## config.mk

```make
export PLATFORM = sky130hd
export DESIGN_NAME = deque_with_indexed_removal_core_flat
export DESIGN_NICKNAME = d
export VERILOG_FILES = /design/src/rtl/dqr_pkg.sv /design/src/rtl/dqr_req_if.sv /design/src/rtl/dqr_rsp_if.sv /design/src/rtl/dqr_cell.sv /design/src/rtl/deque_with_indexed_removal_core.sv /design/src/flat_wrapper.sv
export SDC_FILE = /design/constraint.sdc
export NUM_CORES = 2
export LEC_CHECK = 0
export ABC_CLOCK_PERIOD_IN_PS = 19900
export BUFFER_PORTS_ARGS = -buffer_cell sky130_fd_sc_hd__buf_2
export CAP_MARGIN = 20
export CORE_MARGIN = 8
export CORE_UTILIZATION = 50
export DETAILED_ROUTE_END_ITERATION = 7
export PLACE_DENSITY = 0.62
export SYNTH_ARGS = -nofsm -noshare
export SYNTH_HDL_FRONTEND = slang
export SYNTH_HIERARCHICAL = 1
export SYNTH_SLANG_ARGS = --single-unit
```

## constraint.sdc

```tcl
create_clock -name i_clk -period 19.9 [get_ports i_clk]
set_clock_uncertainty 0.2 [all_clocks]
set_input_delay 2.985 -clock i_clk [delete_from_list [all_inputs] [get_ports i_clk]]
set_output_delay 2.985 -clock i_clk [all_outputs]
set_load 0.1 [all_outputs]
```

## src/rtl/dqr_pkg.sv

```systemverilog
// ----------------------------------------------------------------------------
// dqr_pkg
// Shared types and constants of the deque with indexed removal.
// ----------------------------------------------------------------------------
`default_nettype none

package dqr_pkg;

    // word field widths
    localparam int DATA_W    = 32;
    localparam int TYPE_W    = 2;
    localparam int POS_W     = 6;
    localparam int STAT_W    = 2;
    localparam int CNT_OUT_W = 7;

    // defaults of the top level parameters
    localparam int ELEM_BITS_DEF = 32;
    localparam int DEPTH_DEF     = 64;

    // index width that covers the largest supported depth including the count
    localparam int MAX_CNT_W = 11;

    typedef enum logic [TYPE_W-1:0] {
        REQ_PUSH_TAIL = 2'd0,
        REQ_POP_HEAD  = 2'd1,
        REQ_POP_TAIL  = 2'd2,
        REQ_REMOVE_AT = 2'd3
    } t_req;

    typedef enum logic [STAT_W-1:0] {
        ST_OK    = 2'd0,
        ST_EMPTY = 2'd1,
        ST_FULL  = 2'd2,
        ST_RANGE = 2'd3
    } t_status;

    // control broadcast to every cell of the chain
    typedef struct packed {
        logic                 push;
        logic                 remove;
        logic [MAX_CNT_W-1:0] wr_idx;
        logic [MAX_CNT_W-1:0] sel_idx;
    } t_cell_ctl;

endpackage

`default_nettype wire

```

## src/rtl/dqr_req_if.sv

```systemverilog
// ----------------------------------------------------------------------------
// dqr_req_if
// Request channel: valid/ready handshake with request type, data and position.
// ----------------------------------------------------------------------------
`default_nettype none

interface dqr_req_if;
    import dqr_pkg::*;

    logic              valid;
    logic              ready;
    logic [TYPE_W-1:0] req_type;
    logic [DATA_W-1:0] push_data;
    logic [POS_W-1:0]  position;

    modport source (output valid, output req_type, output push_data, output position,
                    input ready);
    modport sink   (input valid, input req_type, input push_data, input position,
                    output ready);
endinterface

`default_nettype wire

```

## src/rtl/dqr_rsp_if.sv

```systemverilog
// ----------------------------------------------------------------------------
// dqr_rsp_if
// Response channel: valid/ready handshake with removed data, status and count.
// ----------------------------------------------------------------------------
`default_nettype none

interface dqr_rsp_if;
    import dqr_pkg::*;

    logic                 valid;
    logic                 ready;
    logic [DATA_W-1:0]    out_data;
    logic [STAT_W-1:0]    status;
    logic [CNT_OUT_W-1:0] count;

    modport source (output valid, output out_data, output status, output count,
                    input ready);
    modport sink   (input valid, input out_data, input status, input count,
                    output ready);
endinterface

`default_nettype wire

```

## src/rtl/dqr_cell.sv

```systemverilog
// ----------------------------------------------------------------------------
// dqr_cell
// One storage slot of the chain: loads a pushed element at its own index or
// takes its right neighbor's element when a removal closes the gap.
// ----------------------------------------------------------------------------
`default_nettype none

module dqr_cell #(
    parameter int ELEM_BITS = dqr_pkg::ELEM_BITS_DEF,
    parameter int IDX       = 0
) (
    input  wire logic                   i_clk,
    input  wire dqr_pkg::t_cell_ctl     i_ctl,
    input  wire logic [ELEM_BITS-1:0]   i_push_data,
    input  wire logic [ELEM_BITS-1:0]   i_next_data,
    output logic      [ELEM_BITS-1:0]   o_data,
    output logic      [ELEM_BITS-1:0]   o_tap
);
    import dqr_pkg::*;

    localparam logic [MAX_CNT_W-1:0] MY_IDX = MAX_CNT_W'(IDX);

    logic [ELEM_BITS-1:0] r_data;
    logic [ELEM_BITS-1:0] n_data;
    logic                 hit_sel;

    assign hit_sel = (i_ctl.sel_idx == MY_IDX);

    always_comb begin
        n_data = r_data;
        if (i_ctl.push && (i_ctl.wr_idx == MY_IDX)) begin
            n_data = i_push_data;
        end else if (i_ctl.remove && (MY_IDX >= i_ctl.sel_idx)) begin
            n_data = i_next_data;
        end
    end

    always_ff @(posedge i_clk) begin
        r_data <= n_data;
    end

    assign o_data = r_data;
    // only the selected slot drives the removal tap
    assign o_tap  = hit_sel ? r_data : '0;

endmodule

`default_nettype wire

```

## src/rtl/deque_with_indexed_removal_core.sv

```systemverilog
// ----------------------------------------------------------------------------
// deque_with_indexed_removal_core
// Bounded ordered store with push tail, pop head, pop tail and remove at
// position, built as a row of shifting storage cells.
//
// Usage:
//   Requests enter on i_req (valid/ready); each request gives exactly one
//   response word on o_rsp carrying the removed element (zero for a push or
//   a failed request), a status and the element count after the request.
//   Every cell updates in the same cycle: a push loads the cell at the count,
//   a removal shifts all cells at or above the selected index one place
//   toward the head. The removed element is picked from the cell taps.
//   The response is valid in the cycle after accept; one request per cycle
//   is taken if not stalled, set by the single cell update and count register.
//   The response sits in an output register; while it is not taken a new
//   request is accepted only in the cycle the response leaves, so a stalled
//   receiver holds the request side too. Failing requests (full, empty,
//   position out of range) leave the store unchanged.
//   Reset clears the count and the response valid; cell contents are not
//   cleared, only slots below the count are ever read.
// ----------------------------------------------------------------------------
`default_nettype none

module deque_with_indexed_removal_core #(
    parameter int ELEM_BITS = dqr_pkg::ELEM_BITS_DEF,
    parameter int DEPTH     = dqr_pkg::DEPTH_DEF
) (
    input  wire logic i_clk,
    input  wire logic i_rst_n,
    dqr_req_if.sink   i_req,
    dqr_rsp_if.source o_rsp
);
    import dqr_pkg::*;

    localparam int CNT_W = $clog2(DEPTH + 1);
    localparam int CMP_W = (CNT_W > POS_W) ? CNT_W : POS_W;
    localparam logic [CNT_W-1:0] FULL_CNT = CNT_W'(DEPTH);

    logic [CNT_W-1:0]     r_count;
    logic [CNT_W-1:0]     n_count;
    logic                 r_out_valid;
    logic [DATA_W-1:0]    r_out_data;
    logic [STAT_W-1:0]    r_out_status;
    logic [CNT_OUT_W-1:0] r_out_count;

    logic                 accept;
    logic                 do_push;
    logic                 do_remove;
    t_status              status;
    logic [CNT_W-1:0]     sel_idx;
    t_cell_ctl            ctl;
    logic [ELEM_BITS-1:0] push_elem;
    logic [ELEM_BITS-1:0] tap_or;
    logic [DATA_W-1:0]    removed;

    logic [ELEM_BITS-1:0] cell_data [DEPTH];
    logic [ELEM_BITS-1:0] cell_tap  [DEPTH];

    assign i_req.ready = !r_out_valid || o_rsp.ready;
    assign accept      = i_req.valid && i_req.ready;

    // request decode
    always_comb begin
        do_push   = 1'b0;
        do_remove = 1'b0;
        status    = ST_OK;
        sel_idx   = '0;
        case (i_req.req_type)
            REQ_PUSH_TAIL: begin
                if (r_count == FULL_CNT) begin
                    status = ST_FULL;
                end else begin
                    do_push = 1'b1;
                end
            end
            REQ_POP_HEAD: begin
                sel_idx = '0;
            end
            REQ_POP_TAIL: begin
                sel_idx = r_count - CNT_W'(1);
            end
            REQ_REMOVE_AT: begin
                sel_idx = CNT_W'(i_req.position);
            end
            default: begin
                sel_idx = '0;
            end
        endcase
        if (i_req.req_type != REQ_PUSH_TAIL) begin
            if (r_count == '0) begin
                status = ST_EMPTY;
            end else if ((i_req.req_type == REQ_REMOVE_AT)
                         && (CMP_W'(i_req.position) >= CMP_W'(r_count))) begin
                status = ST_RANGE;
            end else begin
                do_remove = 1'b1;
            end
        end
    end

    always_comb begin
        n_count = r_count;
        if (do_push) begin
            n_count = r_count + CNT_W'(1);
        end else if (do_remove) begin
            n_count = r_count - CNT_W'(1);
        end
    end

    assign ctl.push    = accept && do_push;
    assign ctl.remove  = accept && do_remove;
    assign ctl.wr_idx  = MAX_CNT_W'(r_count);
    assign ctl.sel_idx = MAX_CNT_W'(sel_idx);

    generate
        if (ELEM_BITS >= DATA_W) begin : g_push_wide
            assign push_elem = ELEM_BITS'(i_req.push_data);
        end else begin : g_push_narrow
            assign push_elem = i_req.push_data[ELEM_BITS-1:0];
        end
    endgenerate

    generate
        for (genvar gi = 0; gi < DEPTH; gi++) begin : g_cell
            logic [ELEM_BITS-1:0] next_data;
            if (gi < DEPTH - 1) begin : g_mid
                assign next_data = cell_data[gi+1];
            end else begin : g_last
                assign next_data = cell_data[gi];
            end
            dqr_cell #(
                .ELEM_BITS (ELEM_BITS),
                .IDX       (gi)
            ) u_cell (
                .i_clk       (i_clk),
                .i_ctl       (ctl),
                .i_push_data (push_elem),
                .i_next_data (next_data),
                .o_data      (cell_data[gi]),
                .o_tap       (cell_tap[gi])
            );
        end
    endgenerate

    always_comb begin
        tap_or = '0;
        for (int k = 0; k < DEPTH; k++) begin
            tap_or = tap_or | cell_tap[k];
        end
    end

    generate
        if (ELEM_BITS > DATA_W) begin : g_out_wide
            assign removed = tap_or[DATA_W-1:0];
        end else begin : g_out_narrow
            assign removed = DATA_W'(tap_or);
        end
    endgenerate

    always_ff @(posedge i_clk) begin
        if (!i_rst_n) begin
            r_count     <= '0;
            r_out_valid <= 1'b0;
        end else begin
            if (accept) begin
                r_count     <= n_count;
                r_out_valid <= 1'b1;
            end else if (o_rsp.ready) begin
                r_out_valid <= 1'b0;
            end
        end
    end

    always_ff @(posedge i_clk) begin
        if (accept) begin
            r_out_data   <= do_remove ? removed : '0;
            r_out_status <= status;
            r_out_count  <= CNT_OUT_W'(n_count);
        end
    end

    assign o_rsp.valid    = r_out_valid;
    assign o_rsp.out_data = r_out_data;
    assign o_rsp.status   = r_out_status;
    assign o_rsp.count    = r_out_count;

endmodule

`default_nettype wire

```

## src/flat_wrapper.sv

```systemverilog
// flat-port wrapper written by rule: the top's interface ports become plain ports
module deque_with_indexed_removal_core_flat import dqr_pkg::*;
#(
    parameter int ELEM_BITS = dqr_pkg::ELEM_BITS_DEF,
    parameter int DEPTH     = dqr_pkg::DEPTH_DEF
)
  (i_clk, i_rst_n, i_req_valid, i_req_req_type, i_req_push_data, i_req_position, i_req_ready, o_rsp_valid, o_rsp_out_data, o_rsp_status, o_rsp_count, o_rsp_ready);
  dqr_req_if i_req_i ();
  dqr_rsp_if o_rsp_i ();
  input  wire logic i_clk;
  input  wire logic i_rst_n;
  input wire logic [$bits(i_req_i.valid)-1:0] i_req_valid;
  input wire logic [$bits(i_req_i.req_type)-1:0] i_req_req_type;
  input wire logic [$bits(i_req_i.push_data)-1:0] i_req_push_data;
  input wire logic [$bits(i_req_i.position)-1:0] i_req_position;
  output wire logic [$bits(i_req_i.ready)-1:0] i_req_ready;
  output wire logic [$bits(o_rsp_i.valid)-1:0] o_rsp_valid;
  output wire logic [$bits(o_rsp_i.out_data)-1:0] o_rsp_out_data;
  output wire logic [$bits(o_rsp_i.status)-1:0] o_rsp_status;
  output wire logic [$bits(o_rsp_i.count)-1:0] o_rsp_count;
  input wire logic [$bits(o_rsp_i.ready)-1:0] o_rsp_ready;
  assign i_req_i.valid = i_req_valid;
  assign i_req_i.req_type = i_req_req_type;
  assign i_req_i.push_data = i_req_push_data;
  assign i_req_i.position = i_req_position;
  assign i_req_ready = i_req_i.ready;
  assign o_rsp_valid = o_rsp_i.valid;
  assign o_rsp_out_data = o_rsp_i.out_data;
  assign o_rsp_status = o_rsp_i.status;
  assign o_rsp_count = o_rsp_i.count;
  assign o_rsp_i.ready = o_rsp_ready;
  deque_with_indexed_removal_core #(.ELEM_BITS(ELEM_BITS), .DEPTH(DEPTH)) u_core (.i_clk(i_clk), .i_rst_n(i_rst_n), .i_req(i_req_i), .o_rsp(o_rsp_i));
endmodule
```

* After elaboration in Yosys (flattened, before gate mapping)
Index checks and enable logic that the tools add are counted.
** Word-level totals
- Output and inout port bits :: 43
- Word-level logic and storage cells :: 734
- Bits in registers :: 2097
- Input bits :: 44
** Cells by class
- Add/sub/neg operators :: 2
- Bitwise logic cells :: 63
- Equality and inequality tests :: 129
- $lt $le $gt $ge :: 64
- Reduce and logical (&&, ||, !) cells :: 202
- Muxes and demuxes :: 205
** Operators with widths (number)
- 32-bit two-way mux :: 190
- 32-bit bitwise OR :: 63
- 7-bit by 6-bit equality test with 1-bit output (second input constant) :: 64
- 7-bit by 5-bit equality test with 1-bit output (second input constant) :: 32
- 6-bit by 7-bit greater-or-equal comparator with 1-bit output (first input constant) :: 31
- 1-bit logical AND :: 131
- 2-bit nonzero test :: 65
- 7-bit by 4-bit equality test with 1-bit output (second input constant) :: 16
- 5-bit by 7-bit greater-or-equal comparator with 1-bit output (first input constant) :: 16
- 7-bit by 3-bit equality test with 1-bit output (second input constant) :: 8
- 4-bit by 7-bit greater-or-equal comparator with 1-bit output (first input constant) :: 8
- 7-bit by 2-bit equality test with 1-bit output (second input constant) :: 4
- 3-bit by 7-bit greater-or-equal comparator with 1-bit output (first input constant) :: 4
- 11-bit zero test :: 2
- 7-bit by 1-bit equality test with 1-bit output (second input constant) :: 2
- 1-bit by 7-bit greater-or-equal comparator with 1-bit output (first input constant) :: 2
- 2-bit by 7-bit greater-or-equal comparator with 1-bit output (first input constant) :: 2
- 7-bit two-way mux :: 2
- 7-bit case mux with 2 select lines :: 1
- 2-bit two-way mux :: 5
- 7-bit by 1-bit adder with 7-bit output (second input constant) :: 1
- 7-bit equality test (second input constant) :: 1
- 6-bit by 7-bit greater-or-equal comparator with 1-bit output :: 1
- 7-bit zero test :: 1
- other kinds (6) :: 13

* Depth between registers and ports, before layout
- Depth after elaboration :: 67
- Depth in mapped cells :: 14
- Gate-level depth less buffers :: 13

* Least setup slack after synthesis
Ideal clock, no wire load.
- Kind :: in2reg
- From :: input i_req_req_type[0]
- To :: register u_core.g_cell[32].u_cell.r_data[0], enable pin
- Data required time :: 18.729 ns
- Path buffers :: 1
- Cell stages on the path :: 3
- Arrival time :: 13.782 ns
- Setup slack :: 4.947 ns
- Library setup time :: 0.971 ns
- Cell sequence :: clkbuf_1 > nor3b_1 > o41ai_1
** RTL lines
- start: declaration :: line flat_wrapper.sv:13 : input wire logic [$bits(i_req_i.req_type)-1:0] i_req_req_type;
- end signal: assignment :: line dqr_cell.sv:39 : r_data <= n_data;
- end: declaration :: line dqr_cell.sv:23 : logic [ELEM_BITS-1:0] r_data;

==> impl_summary.md <==
Cells and area
Of the cells placed in the final design, the portion with a size suffix greater than 1 is 49.5%. The final design utilization is 56.5%. From synthesis to final layout, the design area changed by 12.6%. The final cell count without fillers is 12200.

The final cell area excluding filler cells is 0.131 sq mm. The net count reported at finish is 9032.

Power and ir drop
For this design the static power due to leakage is 47.2 nW. The sum of internal, switching and leakage power is 10.4 mW. The worst-case IR drop observed on VDD is 0.135 mV. Dividing total power by cell area gives a power density of 79.4 mW/mm^2.

STA
The number of slew-limit violations in the final report was 0. The number of failing hold endpoints at the final stage is 0. Setup repair after global routing left no endpoint under its margin. The worst slew margin relative to its limit is 10.4%. The worst path uses 40.3% of the clock period.

Setup violations remaining at the end of the flow were counted as 0. Hold is met by 0.296 ns. For this run, the top clock speed supported by timing is 125 MHz.

At the pin with the least slew margin, the transition time is 1.33 ns. For the final routed database, the setup TNS stands at 0 ns. The final period demand of the worst path is 8.02 ns.

Across all setup checks in the final design, the least slack found is 11.88 ns.

Global route
The via count of the first global-routing pass is 75300. The first-pass GRT wire length is 640 mm. Global routing used 36.4% of the available tracks. The pin count of the biggest net entering global routing is 69.

The number of antenna violations at the first check in global routing is 72. Summed over all layers, the global routing overflow is 0.

Critical path
In this run the register-to-register setup slack is 12.36 ns. Along the worst path, the maximum fanout reaches 41. The worst endpoint data arrival time is 8.40 ns.

In this run the critical register-to-register path is captured at u_core/o_rsp.out_data[30]$_SDFFCE_PN0P_. The destination of the critical timing path is u_core/o_rsp.out_data[30]$_SDFFCE_PN0P_. Tracing the worst setup path back leads to its startpoint at i_req_req_type[1]. The data required time at the worst endpoint is 20.28 ns. The worst register-to-register path begins at u_core/r_count[0]$_SDFFE_PN0P_. The critical path class is in -> reg. The critical path startpoint category is an input pin. The worst register-to-register path has a depth of 16. The kind of end point of the critical path is a register.

Floorplan
In this run the count of I/O pins placed on the die edge is 87. Once the floorplan was initialized, standard cells occupied 50.2% of the core. From bottom edge to top edge, the die measures 499 microns. The width of the die is 499 microns. The die covers 0.249 sq mm. After floorplanning, the core was sized to cover 0.232 sq mm.

The number of rows in the core area is 177.

CTS
The maximum buffer depth of the clock tree is 3. The number of setup buffers added after CTS is 0. The clock insertion delay at the later pin of the skew report is 0.90 ns. The number of sinks handled by clock tree synthesis is 2097. In this run, post-CTS hold repair placed 0 buffers. In this run the clock root is driven by a clkbuf_16. In this run the number of H-tree levels came out at 4. Counting the buffers created by CTS gives 229.

The clock-pin transition on the worst setup and hold timing paths is 0.06 ns. Once the clock tree was built, the resizer swapped 0 gates to a different size. The clock tree from TritonCTS is done.

Outcome
The checks that failed: DRC. The run finished, with violations left.

Logic synthesis
Summing every instance area after synthesis gives 0.116 sq mm. After synthesis, the most frequently instantiated cells are 2089 x edfxtp_1, 1581 x mux2_2, 1397 x and2_2. For this run, the register share of the synthesized area comes to 54.0%. The cell accounting for the most synthesized area is edfxtp_1. The area share of fa/ha/maj cells after synthesis is 0.0860%. After synthesis, the cell types taking the most area are edfxtp_1 54%, mux2_2 15%, and2_2 9.0%. After synthesis, the share of flip-flops with an asynchronous set or reset is 0%. The number of library cell types mapped by synthesis is 81. Dividing the synthesized area by the synthesized cell count gives 14.2 sq um. The commonest register cell after synthesis is edfxtp_1. The total number of yosys warnings is 6. The main combinational cell family by area after synthesis is multiplexers. The dominant cell by count in the synthesized netlist is edfxtp_1. Summing the areas of all compound-gate instances in the mapped netlist gives 0.905% of the synthesized area. The area fraction in and, or, nand and nor cells after synthesis is 21.3%. In this run, synthesis produced a sequential element count of 2097. The synthesized-area fraction occupied by xor and xnor cells is 0.0752%.

Of the post-synthesis cell area, the dominant cell type holds 53.9%. The portion of synthesized area spent on multiplexers is 21.3%. The post-synthesis instance total is 8223. The number of synthesized flops with an enable pin is 2089.

Place
After detailed placement, the total cell area comes to 0.124 sq mm. The number of port buffers is 86. Prior to clock tree synthesis, the placed netlist has a worst setup slack of 11.21 ns. The placed instance count is 11800. Routability-driven placement finished with a final weighted congestion of 0.954. Detailed placement ended at an HPWL of 302 mm.

Drt
In this run the remaining antenna-violating nets after routing total 0. The first-pass iteration count of the detailed router is 8. The detailed-route via count is 79600. The DRC violation total after the first TritonRoute iteration is 11400. The number of design rule violations left after detail routing is 4.

The wire length after detailed routing is 472 mm. In the routed layout, each cell is associated on average with a via count of 6.51. After detailed routing, the average wire length per cell comes to 38.6 microns.

Flow run
The reported max-cap violation count is 0.

Hold path
In this run the worst hold path is classified as reg -> reg.
## power breakdown
part	internal (mW)	total [mW]	switching [mW]
Clock	2.34	4.22	1.88
Sequential	4.90	4.98	0.0862
Combinational	0.283	1.21	0.931
## cell families after synthesis
kind of cell | Yosys count
mux | 2052
simple gates | 3393
buf+inv | 510
flops | 2097
fa+ha+maj | 8
other cells | 1
xor+xnor | 10
compound gates | 152
## metal layers
metal	track usage (%)	routed length, microns
met4	22.1	36200
met1	49.8	185000
met3	9.96	56700
met2	51.5	194000
met5	0.617	385
## final cells by class
class,count,area (sq um)
diodes,31,77.6
clock buffers,290,6010
clock inverters,122,1150
fillers,18900,101000
inverters,106,398
multi-input cells,6141,54000
flip-flops and latches,2097,62900
well taps,3043,3810
repair buffers,405,2860
## critical path: stages
cell,delay [ns]
buf_2,0.20
nor3b_2,0.23
buf_4,0.61
buf_4,0.84
nor4_1,0.18
and4_1,0.25
buf_4,0.25
and2_1,0.21
nor4_1,1.00
nand4_1,0.59
nor4_1,0.85
nor2_1,0.10
## state kept, by name, indices dropped and copies added, names as in the netlist
signal and count:
u_core/o_rsp.count 7, u_core/o_rsp.status 2, u_core/r_count 7, u_core/g_cell.u_cell/o_data 2048, u_core/o_rsp.valid 1, u_core/o_rsp.out_data 32
## cell usage in the layout, fill, tap and decap left out, drive strengths merged, types with 53 or more instances in the layout
cell	n
edfxtp	2089
mux2	2048
and2	1959
nor4	635
conb	526
buf	405
clkbuf	290
nand4	149
inv	110
nor4b	99
clkinv	97
nand3	86
nor3	85
nand2	66
nor2	62
or4	53
## worst min-delay path by stage
| stage | from | end | slack [ns] | depth (start not counted) |
|---|---|---|---|---|
| after floorplan | u_core/g_cell[1].u_cell/o_data[0]$_DFFE_PP_ | u_core/g_cell[0].u_cell/o_data[0]$_DFFE_PP_ | 0.33 | 1 |
| after global placement | u_core/r_count[2]$_SDFFE_PN0P_ | u_core/r_count[2]$_SDFFE_PN0P_ | 0.28 | 2 |
| after detailed placement | u_core/r_count[2]$_SDFFE_PN0P_ | u_core/r_count[2]$_SDFFE_PN0P_ | 0.29 | 2 |
| after CTS | u_core/r_count[2]$_SDFFE_PN0P_ | u_core/r_count[2]$_SDFFE_PN0P_ | 0.30 | 2 |
| after global routing | u_core/o_rsp.valid$_SDFFE_PN0P_ | u_core/o_rsp.valid$_SDFFE_PN0P_ | 0.34 | 2 |
| final | u_core/r_count[2]$_SDFFE_PN0P_ | u_core/r_count[2]$_SDFFE_PN0P_ | 0.30 | 2 |
Power figures use the tool's default switching activity.
